`src/design/nsrj_pkg.sv`:
```
`timescale 1ns / 1ps
`default_nettype none

package nsrj_pkg;

    localparam logic [7:0] CH_QUOTE  = 8'h22;
    localparam logic [7:0] CH_BSLASH = 8'h5C;
    localparam logic [7:0] CH_LBRACE = 8'h7B;
    localparam logic [7:0] CH_RBRACE = 8'h7D;
    localparam logic [7:0] CH_COMMA  = 8'h2C;
    localparam logic [7:0] CH_COLON  = 8'h3A;
    localparam logic [7:0] CH_NUL    = 8'h00;
    localparam logic [7:0] CH_LF     = 8'h0A;
    localparam logic [7:0] CH_SPACE  = 8'h20;
    localparam logic [7:0] CH_FF     = 8'h0C;
    localparam logic [7:0] CH_BS     = 8'h08;
    localparam logic [7:0] CH_CR     = 8'h0D;
    localparam logic [7:0] CH_TAB    = 8'h09;
    localparam logic [7:0] CH_ZERO   = 8'h30;
    localparam logic [7:0] CH_LOW_U  = 8'h75;
    localparam logic [7:0] CH_LOW_F  = 8'h66;
    localparam logic [7:0] CH_LOW_B  = 8'h62;
    localparam logic [7:0] CH_LOW_R  = 8'h72;
    localparam logic [7:0] CH_LOW_N  = 8'h6E;
    localparam logic [7:0] CH_LOW_T  = 8'h74;
    // 'a' minus ten, for hex digits above nine
    localparam logic [7:0] CH_HEX_AL = 8'h57;

    localparam int unsigned MAX_RUN = 8;
    localparam int unsigned RUN_W   = $clog2(MAX_RUN + 1);
    localparam int unsigned IDX_W   = $clog2(MAX_RUN);

    // what follows the prefix bytes of a word
    typedef enum logic [2:0] {
        BODY_NONE    = 3'd0,
        BODY_RAW     = 3'd1,
        BODY_ESC2    = 3'd2,
        BODY_UHEX    = 3'd3,
        BODY_KEY_END = 3'd4,
        BODY_VAL_END = 3'd5
    } t_body;

    typedef struct packed {
        logic       lbrace;
        logic       close;
        logic       comma;
        logic       open_quote;
        t_body      body;
        logic [7:0] data;
    } t_cmd;

    // second byte of a two-byte escape, zero where there is none
    function automatic logic [7:0] esc_code(input logic [7:0] b);
        logic [7:0] c;
        begin
            unique case (b)
                CH_QUOTE:  c = CH_QUOTE;
                CH_BSLASH: c = CH_BSLASH;
                CH_FF:     c = CH_LOW_F;
                CH_BS:     c = CH_LOW_B;
                CH_CR:     c = CH_LOW_R;
                CH_LF:     c = CH_LOW_N;
                CH_TAB:    c = CH_LOW_T;
                default:   c = CH_NUL;
            endcase
            return c;
        end
    endfunction

    function automatic logic [7:0] hex_digit(input logic [3:0] n);
        begin
            if (n < 4'd10) begin
                return CH_ZERO + {4'h0, n};
            end else begin
                return CH_HEX_AL + {4'h0, n};
            end
        end
    endfunction

endpackage

`default_nettype wire

```
`src/design/nsrj_front.sv`:
```
`timescale 1ns / 1ps
`default_nettype none

module nsrj_front (
    input  wire logic           i_clk,
    input  wire logic           i_rst_n,
    input  wire logic           i_in_valid,
    output logic                o_in_ready,
    input  wire logic [7:0]     i_in_byte,
    input  wire logic           i_q_full,
    output logic                o_q_push,
    output nsrj_pkg::t_cmd      o_q_cmd
);
    import nsrj_pkg::*;

    typedef enum logic [4:0] {
        POS_NEW        = 5'b00001,
        POS_NEW_KEY    = 5'b00010,
        POS_KEY_START  = 5'b00100,
        POS_KEY_ECHO   = 5'b01000,
        POS_VALUE_ECHO = 5'b10000
    } t_pos;

    t_pos r_pos;
    t_pos n_pos;
    t_pos eff;
    t_cmd cmd;
    t_cmd esc_cmd;
    logic accept;

    assign o_in_ready = !i_q_full;
    assign accept     = i_in_valid && o_in_ready;
    assign o_q_push   = accept;
    assign o_q_cmd    = cmd;

    // body for an ordinary key or value byte
    always_comb begin
        esc_cmd = '0;
        esc_cmd.data = i_in_byte;
        if (esc_code(i_in_byte) != CH_NUL) begin
            esc_cmd.body = BODY_ESC2;
            esc_cmd.data = esc_code(i_in_byte);
        end else if (i_in_byte < CH_SPACE) begin
            esc_cmd.body = BODY_UHEX;
        end else begin
            esc_cmd.body = BODY_RAW;
        end
    end

    always_comb begin
        cmd = esc_cmd;
        eff = POS_NEW_KEY;
        unique case (r_pos)
            POS_NEW_KEY, POS_KEY_START, POS_KEY_ECHO, POS_VALUE_ECHO: begin
                eff = r_pos;
            end
            default: begin
                cmd.lbrace = 1'b1;
                eff = POS_NEW_KEY;
            end
        endcase
        n_pos = eff;
        unique case (eff)
            POS_NEW_KEY, POS_KEY_START: begin
                if (i_in_byte == CH_LF) begin
                    cmd.close = 1'b1;
                    cmd.body  = BODY_NONE;
                    n_pos     = POS_NEW;
                end else begin
                    cmd.comma      = (eff == POS_KEY_START);
                    cmd.open_quote = 1'b1;
                    if (i_in_byte == CH_NUL) begin
                        cmd.body = BODY_KEY_END;
                        n_pos    = POS_VALUE_ECHO;
                    end else begin
                        n_pos = POS_KEY_ECHO;
                    end
                end
            end
            POS_KEY_ECHO: begin
                if (i_in_byte == CH_NUL) begin
                    cmd.body = BODY_KEY_END;
                    n_pos    = POS_VALUE_ECHO;
                end
            end
            default: begin
                if (i_in_byte == CH_NUL) begin
                    cmd.body = BODY_VAL_END;
                    n_pos    = POS_KEY_START;
                end
            end
        endcase
    end

    always_ff @(posedge i_clk) begin
        if (!i_rst_n) begin
            r_pos <= POS_NEW;
        end else if (accept) begin
            r_pos <= n_pos;
        end
    end

endmodule

`default_nettype wire

```
`src/design/nsrj_queue.sv`:
```
`timescale 1ns / 1ps
`default_nettype none

module nsrj_queue #(
    parameter int unsigned DEPTH = 4
) (
    input  wire logic           i_clk,
    input  wire logic           i_rst_n,
    input  wire logic           i_push,
    input  wire nsrj_pkg::t_cmd i_cmd,
    output logic                o_full,
    input  wire logic           i_pop,
    output logic                o_head_valid,
    output nsrj_pkg::t_cmd      o_head
);
    import nsrj_pkg::*;

    localparam int unsigned AW = (DEPTH > 1) ? $clog2(DEPTH) : 1;
    localparam int unsigned CW = $clog2(DEPTH + 1);

    t_cmd          r_mem [DEPTH];
    logic [AW-1:0] r_wr_ptr;
    logic [AW-1:0] r_rd_ptr;
    logic [CW-1:0] r_count;
    logic          do_push;
    logic          do_pop;

    assign o_full       = (r_count == CW'(DEPTH));
    assign o_head_valid = (r_count != '0);
    assign o_head       = r_mem[r_rd_ptr];
    assign do_push      = i_push && !o_full;
    assign do_pop       = i_pop && o_head_valid;

    always_ff @(posedge i_clk) begin
        if (do_push) begin
            r_mem[r_wr_ptr] <= i_cmd;
        end
    end

    always_ff @(posedge i_clk) begin
        if (!i_rst_n) begin
            r_wr_ptr <= '0;
            r_rd_ptr <= '0;
            r_count  <= '0;
        end else begin
            if (do_push) begin
                r_wr_ptr <= (r_wr_ptr == AW'(DEPTH - 1)) ? '0 : r_wr_ptr + 1'b1;
            end
            if (do_pop) begin
                r_rd_ptr <= (r_rd_ptr == AW'(DEPTH - 1)) ? '0 : r_rd_ptr + 1'b1;
            end
            if (do_push && !do_pop) begin
                r_count <= r_count + 1'b1;
            end else if (do_pop && !do_push) begin
                r_count <= r_count - 1'b1;
            end
        end
    end

    a_no_overflow: assert property (@(posedge i_clk) disable iff (!i_rst_n)
        !(i_push && o_full))
        else $error("word pushed into a full queue");

    a_no_underflow: assert property (@(posedge i_clk) disable iff (!i_rst_n)
        i_pop |-> o_head_valid)
        else $error("pop from an empty queue");

endmodule

`default_nettype wire

```
`src/design/nsrj_back.sv`:
```
`timescale 1ns / 1ps
`default_nettype none

module nsrj_back (
    input  wire logic           i_clk,
    input  wire logic           i_rst_n,
    input  wire logic           i_head_valid,
    input  wire nsrj_pkg::t_cmd i_head,
    output logic                o_pop,
    output logic                o_out_valid,
    input  wire logic           i_out_ready,
    output logic [7:0]          o_out_byte,
    output logic                o_last_of_run
);
    import nsrj_pkg::*;

    logic [7:0]       run_bytes [MAX_RUN];
    logic [RUN_W-1:0] run_len;
    logic [IDX_W-1:0] r_idx;
    logic             r_out_valid;
    logic [7:0]       r_out_byte;
    logic             r_out_last;
    logic             load;
    logic             at_last;

    // lay out the bytes of the head word in order
    always_comb begin
        logic [RUN_W-1:0] n;
        n = '0;
        for (int k = 0; k < MAX_RUN; k++) begin
            run_bytes[k] = CH_NUL;
        end
        if (i_head.lbrace) begin
            run_bytes[n[IDX_W-1:0]] = CH_LBRACE; n = n + 1'b1;
        end
        if (i_head.close) begin
            run_bytes[n[IDX_W-1:0]] = CH_RBRACE; n = n + 1'b1;
            run_bytes[n[IDX_W-1:0]] = CH_LF;     n = n + 1'b1;
        end
        if (i_head.comma) begin
            run_bytes[n[IDX_W-1:0]] = CH_COMMA; n = n + 1'b1;
        end
        if (i_head.open_quote) begin
            run_bytes[n[IDX_W-1:0]] = CH_QUOTE; n = n + 1'b1;
        end
        unique case (i_head.body)
            BODY_RAW: begin
                run_bytes[n[IDX_W-1:0]] = i_head.data; n = n + 1'b1;
            end
            BODY_ESC2: begin
                run_bytes[n[IDX_W-1:0]] = CH_BSLASH;   n = n + 1'b1;
                run_bytes[n[IDX_W-1:0]] = i_head.data; n = n + 1'b1;
            end
            BODY_UHEX: begin
                run_bytes[n[IDX_W-1:0]] = CH_BSLASH; n = n + 1'b1;
                run_bytes[n[IDX_W-1:0]] = CH_LOW_U;  n = n + 1'b1;
                run_bytes[n[IDX_W-1:0]] = CH_ZERO;   n = n + 1'b1;
                run_bytes[n[IDX_W-1:0]] = CH_ZERO;   n = n + 1'b1;
                run_bytes[n[IDX_W-1:0]] = hex_digit(i_head.data[7:4]); n = n + 1'b1;
                run_bytes[n[IDX_W-1:0]] = hex_digit(i_head.data[3:0]); n = n + 1'b1;
            end
            BODY_KEY_END: begin
                run_bytes[n[IDX_W-1:0]] = CH_QUOTE; n = n + 1'b1;
                run_bytes[n[IDX_W-1:0]] = CH_COLON; n = n + 1'b1;
                run_bytes[n[IDX_W-1:0]] = CH_QUOTE; n = n + 1'b1;
            end
            BODY_VAL_END: begin
                run_bytes[n[IDX_W-1:0]] = CH_QUOTE; n = n + 1'b1;
            end
            default: begin
            end
        endcase
        run_len = n;
    end

    assign load    = i_head_valid && (!r_out_valid || i_out_ready);
    assign at_last = ({1'b0, r_idx} == RUN_W'(run_len - 1'b1));
    assign o_pop   = load && at_last;

    assign o_out_valid   = r_out_valid;
    assign o_out_byte    = r_out_byte;
    assign o_last_of_run = r_out_last;

    always_ff @(posedge i_clk) begin
        if (load) begin
            r_out_byte <= run_bytes[r_idx];
            r_out_last <= at_last;
        end
    end

    always_ff @(posedge i_clk) begin
        if (!i_rst_n) begin
            r_out_valid <= 1'b0;
            r_idx       <= '0;
        end else begin
            if (load) begin
                r_out_valid <= 1'b1;
                r_idx       <= at_last ? '0 : r_idx + 1'b1;
            end else if (i_out_ready) begin
                r_out_valid <= 1'b0;
            end
        end
    end

    a_idx_in_run: assert property (@(posedge i_clk) disable iff (!i_rst_n)
        i_head_valid |-> ({1'b0, r_idx} < run_len))
        else $error("byte index beyond the run of the head word");

    a_run_not_empty: assert property (@(posedge i_clk) disable iff (!i_rst_n)
        i_head_valid |-> (run_len != '0))
        else $error("queued word expands to no bytes");

    a_idx_restart: assert property (@(posedge i_clk) disable iff (!i_rst_n)
        o_pop |=> (r_idx == '0))
        else $error("byte index not restarted after a word is retired");

endmodule

`default_nettype wire

```
`src/design/nul_separated_record_to_json.sv`:
```
// channel | valid       | ready       | payload
// --------+-------------+-------------+-------------------------------
// input   | i_in_valid  | o_in_ready  | i_in_byte
// output  | o_out_valid | i_out_ready | o_out_byte, o_last_of_run
//
// one input byte is taken per cycle while the word queue has room
// each input byte gives 1 to 8 output bytes, sent one per cycle by the back end while i_out_ready is high
// sustained, the input is paced by the output bytes each input byte gives (1 for plain text)
// escape bursts are absorbed by the DEPTH-entry word queue, then the input stalls
// synchronous active-low reset clears the record position, queue and output valid flag
`timescale 1ns / 1ps
`default_nettype none

module nul_separated_record_to_json #(
    parameter int unsigned DEPTH = 4
) (
    input  wire logic       i_clk,
    input  wire logic       i_rst_n,
    input  wire logic       i_in_valid,
    output logic            o_in_ready,
    input  wire logic [7:0] i_in_byte,
    output logic            o_out_valid,
    input  wire logic       i_out_ready,
    output logic [7:0]      o_out_byte,
    output logic            o_last_of_run
);
    import nsrj_pkg::*;

    logic q_full;
    logic q_push;
    t_cmd q_cmd;
    logic q_pop;
    logic head_valid;
    t_cmd head;

    nsrj_front u_front (
        .i_clk      (i_clk),
        .i_rst_n    (i_rst_n),
        .i_in_valid (i_in_valid),
        .o_in_ready (o_in_ready),
        .i_in_byte  (i_in_byte),
        .i_q_full   (q_full),
        .o_q_push   (q_push),
        .o_q_cmd    (q_cmd)
    );

    nsrj_queue #(
        .DEPTH (DEPTH)
    ) u_queue (
        .i_clk        (i_clk),
        .i_rst_n      (i_rst_n),
        .i_push       (q_push),
        .i_cmd        (q_cmd),
        .o_full       (q_full),
        .i_pop        (q_pop),
        .o_head_valid (head_valid),
        .o_head       (head)
    );

    nsrj_back u_back (
        .i_clk         (i_clk),
        .i_rst_n       (i_rst_n),
        .i_head_valid  (head_valid),
        .i_head        (head),
        .o_pop         (q_pop),
        .o_out_valid   (o_out_valid),
        .i_out_ready   (i_out_ready),
        .o_out_byte    (o_out_byte),
        .o_last_of_run (o_last_of_run)
    );

endmodule

`default_nettype wire
```
`config.mk`:
```
export PLATFORM = sky130hd
export DESIGN_NAME = nul_separated_record_to_json
export DESIGN_NICKNAME = d
export VERILOG_FILES = /design/src/design/nsrj_pkg.sv /design/src/design/nsrj_front.sv /design/src/design/nsrj_queue.sv /design/src/design/nsrj_back.sv /design/src/design/nul_separated_record_to_json.sv
export SDC_FILE = /design/constraint.sdc
export NUM_CORES = 1
export LEC_CHECK = 0
export BUFFER_PORTS_ARGS = -buffer_cell sky130_fd_sc_hd__buf_2
export CORE_MARGIN = 1
export CORE_UTILIZATION = 30
export DETAILED_ROUTE_END_ITERATION = 7
export PLACE_DENSITY = 0.51
export SYNTH_ARGS = -nofsm -noshare
export SYNTH_HDL_FRONTEND = slang
export SYNTH_SLANG_ARGS = --single-unit
```
`constraint.sdc`:
```
create_clock -name i_clk -period 13.9 [get_ports i_clk]
set_input_delay 2.085 -clock i_clk [delete_from_list [all_inputs] [get_ports i_clk]]
set_output_delay 2.085 -clock i_clk [all_outputs]
set_load 0.02 [all_outputs]
```
==> impl_results.md <==
- Post-synth EDFFs: 69
- Global-route track usage on met1: between 30 and 40%
- Initial Utilization: 30.8%
- Slew HR: between 20 and 30%
- Min-delay worst type: reg -> reg
- Worst Tran Pin Value: approximately 1.1 ns
- Chip width: roughly 180 um
- CTS H-tree depth: 3
- Fin Setup TNS: 0 ns
- Number of I/O port buffers: 22
- End point of the critical path: u_queue.r_count[2]$_SDFFE_PN0P_
- Fraction of layout instances using a drive strength above 1: about 11%
- R2r setup slk: roughly 6.6 ns
- Sink Count: 87
- WP data arrival: approximately 7.6 ns
- Vias: ~10000
- Register clock-pin slew on the reported worst setup and hold paths: 0.07 ns
- GRT Overall Usage: between 20% and 30%
- Tcrit/Tclk final: between 50% and 60%
- Critical Path RT: 14.17 ns
- R2R depth: 24
- GRT busiest layer: met2
- CP max FO: 22
- ANT cells: 0
- Count of cell types in the netlist: between 90 and 100
- Synth Flop Type: edfxtp_1
- Insertion delay to the later sink of the worst-skew pair: approximately 0.35 ns
- Crit path cell chain: buf_4 -> mux4_2 -> inv_1 -> ha_1 -> mux2_4 -> ha_1 -> mux2_4 -> inv_2 -> ha_1 -> xnor2_1 -> xnor2_1 -> xnor3_1 -> nor2_1 -> o211a_1 -> o21ai_1 -> nand4_1 -> a21oi_4 -> inv_1 -> ha_1 -> inv_1 -> fa_1 -> xor2_1 -> or3_1 -> a21boi_0
- Vias/cell: 6.67
- Remaining Overflow, GRT: 0
- Fill count: roughly 3200
- IO Count: 23
- Syn. warnings: 0
- Die ar.: between 0.03 and 0.04 mm^2
- WL final: 40.9 mm
- Clock root cell: clkbuf_16
- CP Class: reg -> reg
- Routability Congestion: 1.02
- Syn Area/Cell: approximately 8.0 um^2
- Most used cell along the critical path: ha_1
- Asr flop ratio synth: 0%
- ANT nets after route: 0
- RSZ-0062 raised after global routing: false
- Endpoints failing setup: 0
- Postcts setup bufs: 0
- Top cells by area, synth: edfxtp_1 22%, nand2_1 5.8%, a21oi_1 5.8%, mux4_2 4.1%, o21ai_0 4.1%
- Tmin final: a little over 7 ns
- Drt wl/cell: between 20 and 30 um
- Antenna violations before repair: 1
- Largest net degree at the start of global routing: between 50 and 60
- # hold bufs at CTS: 0
- CTS tree: built
- Outcome: finished clean
- Largest area contributor in the netlist: edfxtp_1
- Max-slew violation count: 0
- DR pass1 iterations: 7
- Worst Setup End Kind: flip-flop
- Nets@finish: between 1000 and 1500
- DIE HEIGHT: about 180 um
- Core area: 0.0300 mm^2
- Row cnt: 63
- Max-cap violation count: 0
- Total CTS buffers: 9
- Post-Route Skew: ~0.0090 ns
- Synth Register Bits: 87
- CP max stage cell: xnor2_1
- Clk buf depth: 2
- Post-synthesis sequential area ratio: a little over a quarter
- Fmax achieved: around 140 MHz
- Post-synthesis cell count: 1154
- Share of the synthesized area in the top cell type: between 20% and 30%
- Fin. Hold Viols: 0
- Worst stage delay on the critical path: 0.81 ns
- DRT iter0 DRCs: 1723
- Syn nets: between 1000 and 1500
- CP Launch Type: flip-flop
- First-pass GRT wire length: approximately 61 mm
- M2 GR Usage: a little under two fifths
- Met3 global-route usage: 7.05%
- Post-cts sizing count: 0
- Cell Area, Synth: 0.00924 mm^2
- DPL Wire Length: slightly below 30 mm
- DRC viols: 0
- P&R area growth vs syn: 7.80%
- Worst reg2reg endpoint: u_queue.r_count[2]$_SDFFE_PN0P_
- Vias in the first global route: between 9000 and 10000
-- sequential cells by signal (all words and copies together), names as in the netlist, named ones only --
signal                cells
u_back.o_last_of_run      1
u_back.o_out_byte         8
u_back.o_out_valid        1
u_back.r_idx              3
u_front.r_pos             5
u_queue.r_count           3
u_queue.r_mem            60
u_queue.r_rd_ptr          2
u_queue.r_wr_ptr          2
-- area by class of cell --
| class | instances | area, um^2 | share of cell area (%) |
|---|---|---|---|
| Timing Repair Buffer | 48 | 305 | 3.07 |
| Multi-Input combinational cell | 953 | 6330 | 63.6 |
| Tap cell | 390 | 488 | 4.90 |
| Sequential cell | 87 | 2430 | 24.4 |
| Inverter | 27 | 101 | 1.02 |
| Clock buffer | 10 | 229 | 2.30 |
| Clock inverter | 6 | 68.8 | 0.691 |
-- cell usage after synthesis (18+ instances only) --
| library cell | instances |
|---|---|
| a21oi_1 | 107 |
| nand2_1 | 143 |
| dfxtp_1 | 18 |
| mux2i_1 | 22 |
| inv_1 | 23 |
| o21ai_0 | 76 |
| edfxtp_1 | 69 |
| ha_1 | 23 |
| nor3_1 | 46 |
| o211ai_1 | 20 |
| nand3_1 | 37 |
| nor2_1 | 98 |
| clkbuf_1 | 62 |
| a211oi_1 | 29 |
| o22ai_1 | 19 |
-- through the flow --
step	hold slack (ns)	setup slack (ns)	instance area [um^2]	utilization [%]	instances
after floorplan	0.454	7.29	9240	-	1154
after global placement	0.490	6.74	9660	32.2	1505
after detailed placement	0.488	6.65	9660	32.3	1505
after CTS	0.499	6.65	9960	33.2	1521
after global routing	0.544	6.08	9960	33.2	1521
final	0.494	6.62	9960	33.2	1521
-- logic make-up after synthesis --
family / count (synthesis) / share of synthesized area (%)
compound gates: 420 / 30.7
xor+xnor: 36 / 5.03
fa+ha+maj: 24 / 3.33
buf+inv: 114 / 5.27
flops: 87 / 26.3
mux: 47 / 7.58
simple gates: 426 / 21.8
-- cell usage in the layout, fill, tap and decap left out, types with 9 or more instances in the layout --
cell       netlist  routed
a211oi_1        29      29
a21oi_1        107     107
a221oi_1        13      13
a31oi_1         16      16
and2_1          10      10
buf_2           17      22
buf_4            4      26
clkbuf_16        0       9
dfxtp_1         18      17
edfxtp_1        69      69
ha_1            23      23
inv_1           23      23
mux2i_1         22      22
mux4_2          17      17
nand2_1        143     143
nand2b_1        11      11
nand3_1         37      37
nand4_1         12      12
nor2_1          98      98
nor2b_1         16      16
nor3_1          46      46
o211ai_1        20      20
o21ai_0         76      76
o221ai_1        15      15
o22ai_1         19      19
o31ai_1         11      11
xnor2_1         16      16
-- worst max-delay path, delay by kind of cell (launching register included) --
family,cells,cell delay (ns)
flip-flops,1,0.31
AND/OR/NAND/NOR,3,1.08
adder cells (fa/ha/maj),5,1.49
XOR/XNOR,4,1.66
buffers and inverters,5,0.77
AO/OA/AOI/OAI,4,0.56
multiplexers,3,1.33
-- metal layers --
metal | up-vias | wire length (um)
met1 | 4799 | 16700
met4 | 0 | 2660
met2 | 755 | 17000
met3 | 196 | 4610
li1 | 4393 | -
met5 | - | 0
-- how the worst min path moves through the flow --
stage,from,end,slack (ns),cells past startpoint
3_5_place_dp,u_queue.r_rd_ptr[1]$_SDFFE_PN0P_,u_queue.r_rd_ptr[1]$_SDFFE_PN0P_,0.49,2
3_3_place_gp,u_queue.r_rd_ptr[1]$_SDFFE_PN0P_,u_queue.r_rd_ptr[1]$_SDFFE_PN0P_,0.49,2
6_report,u_queue.r_rd_ptr[1]$_SDFFE_PN0P_,u_queue.r_rd_ptr[1]$_SDFFE_PN0P_,0.49,2
4_1_cts,u_queue.r_rd_ptr[1]$_SDFFE_PN0P_,u_queue.r_rd_ptr[1]$_SDFFE_PN0P_,0.50,2
5_1_grt,u_queue.r_rd_ptr[1]$_SDFFE_PN0P_,u_queue.r_rd_ptr[1]$_SDFFE_PN0P_,0.54,2
2_1_floorplan,u_queue.r_rd_ptr[1]$_SDFFE_PN0P_,flip-flop,0.45,2
Power is left out: the tool's default activity adds up to more than one toggle a clock period on the data nets, which glitch-free logic cannot reach.
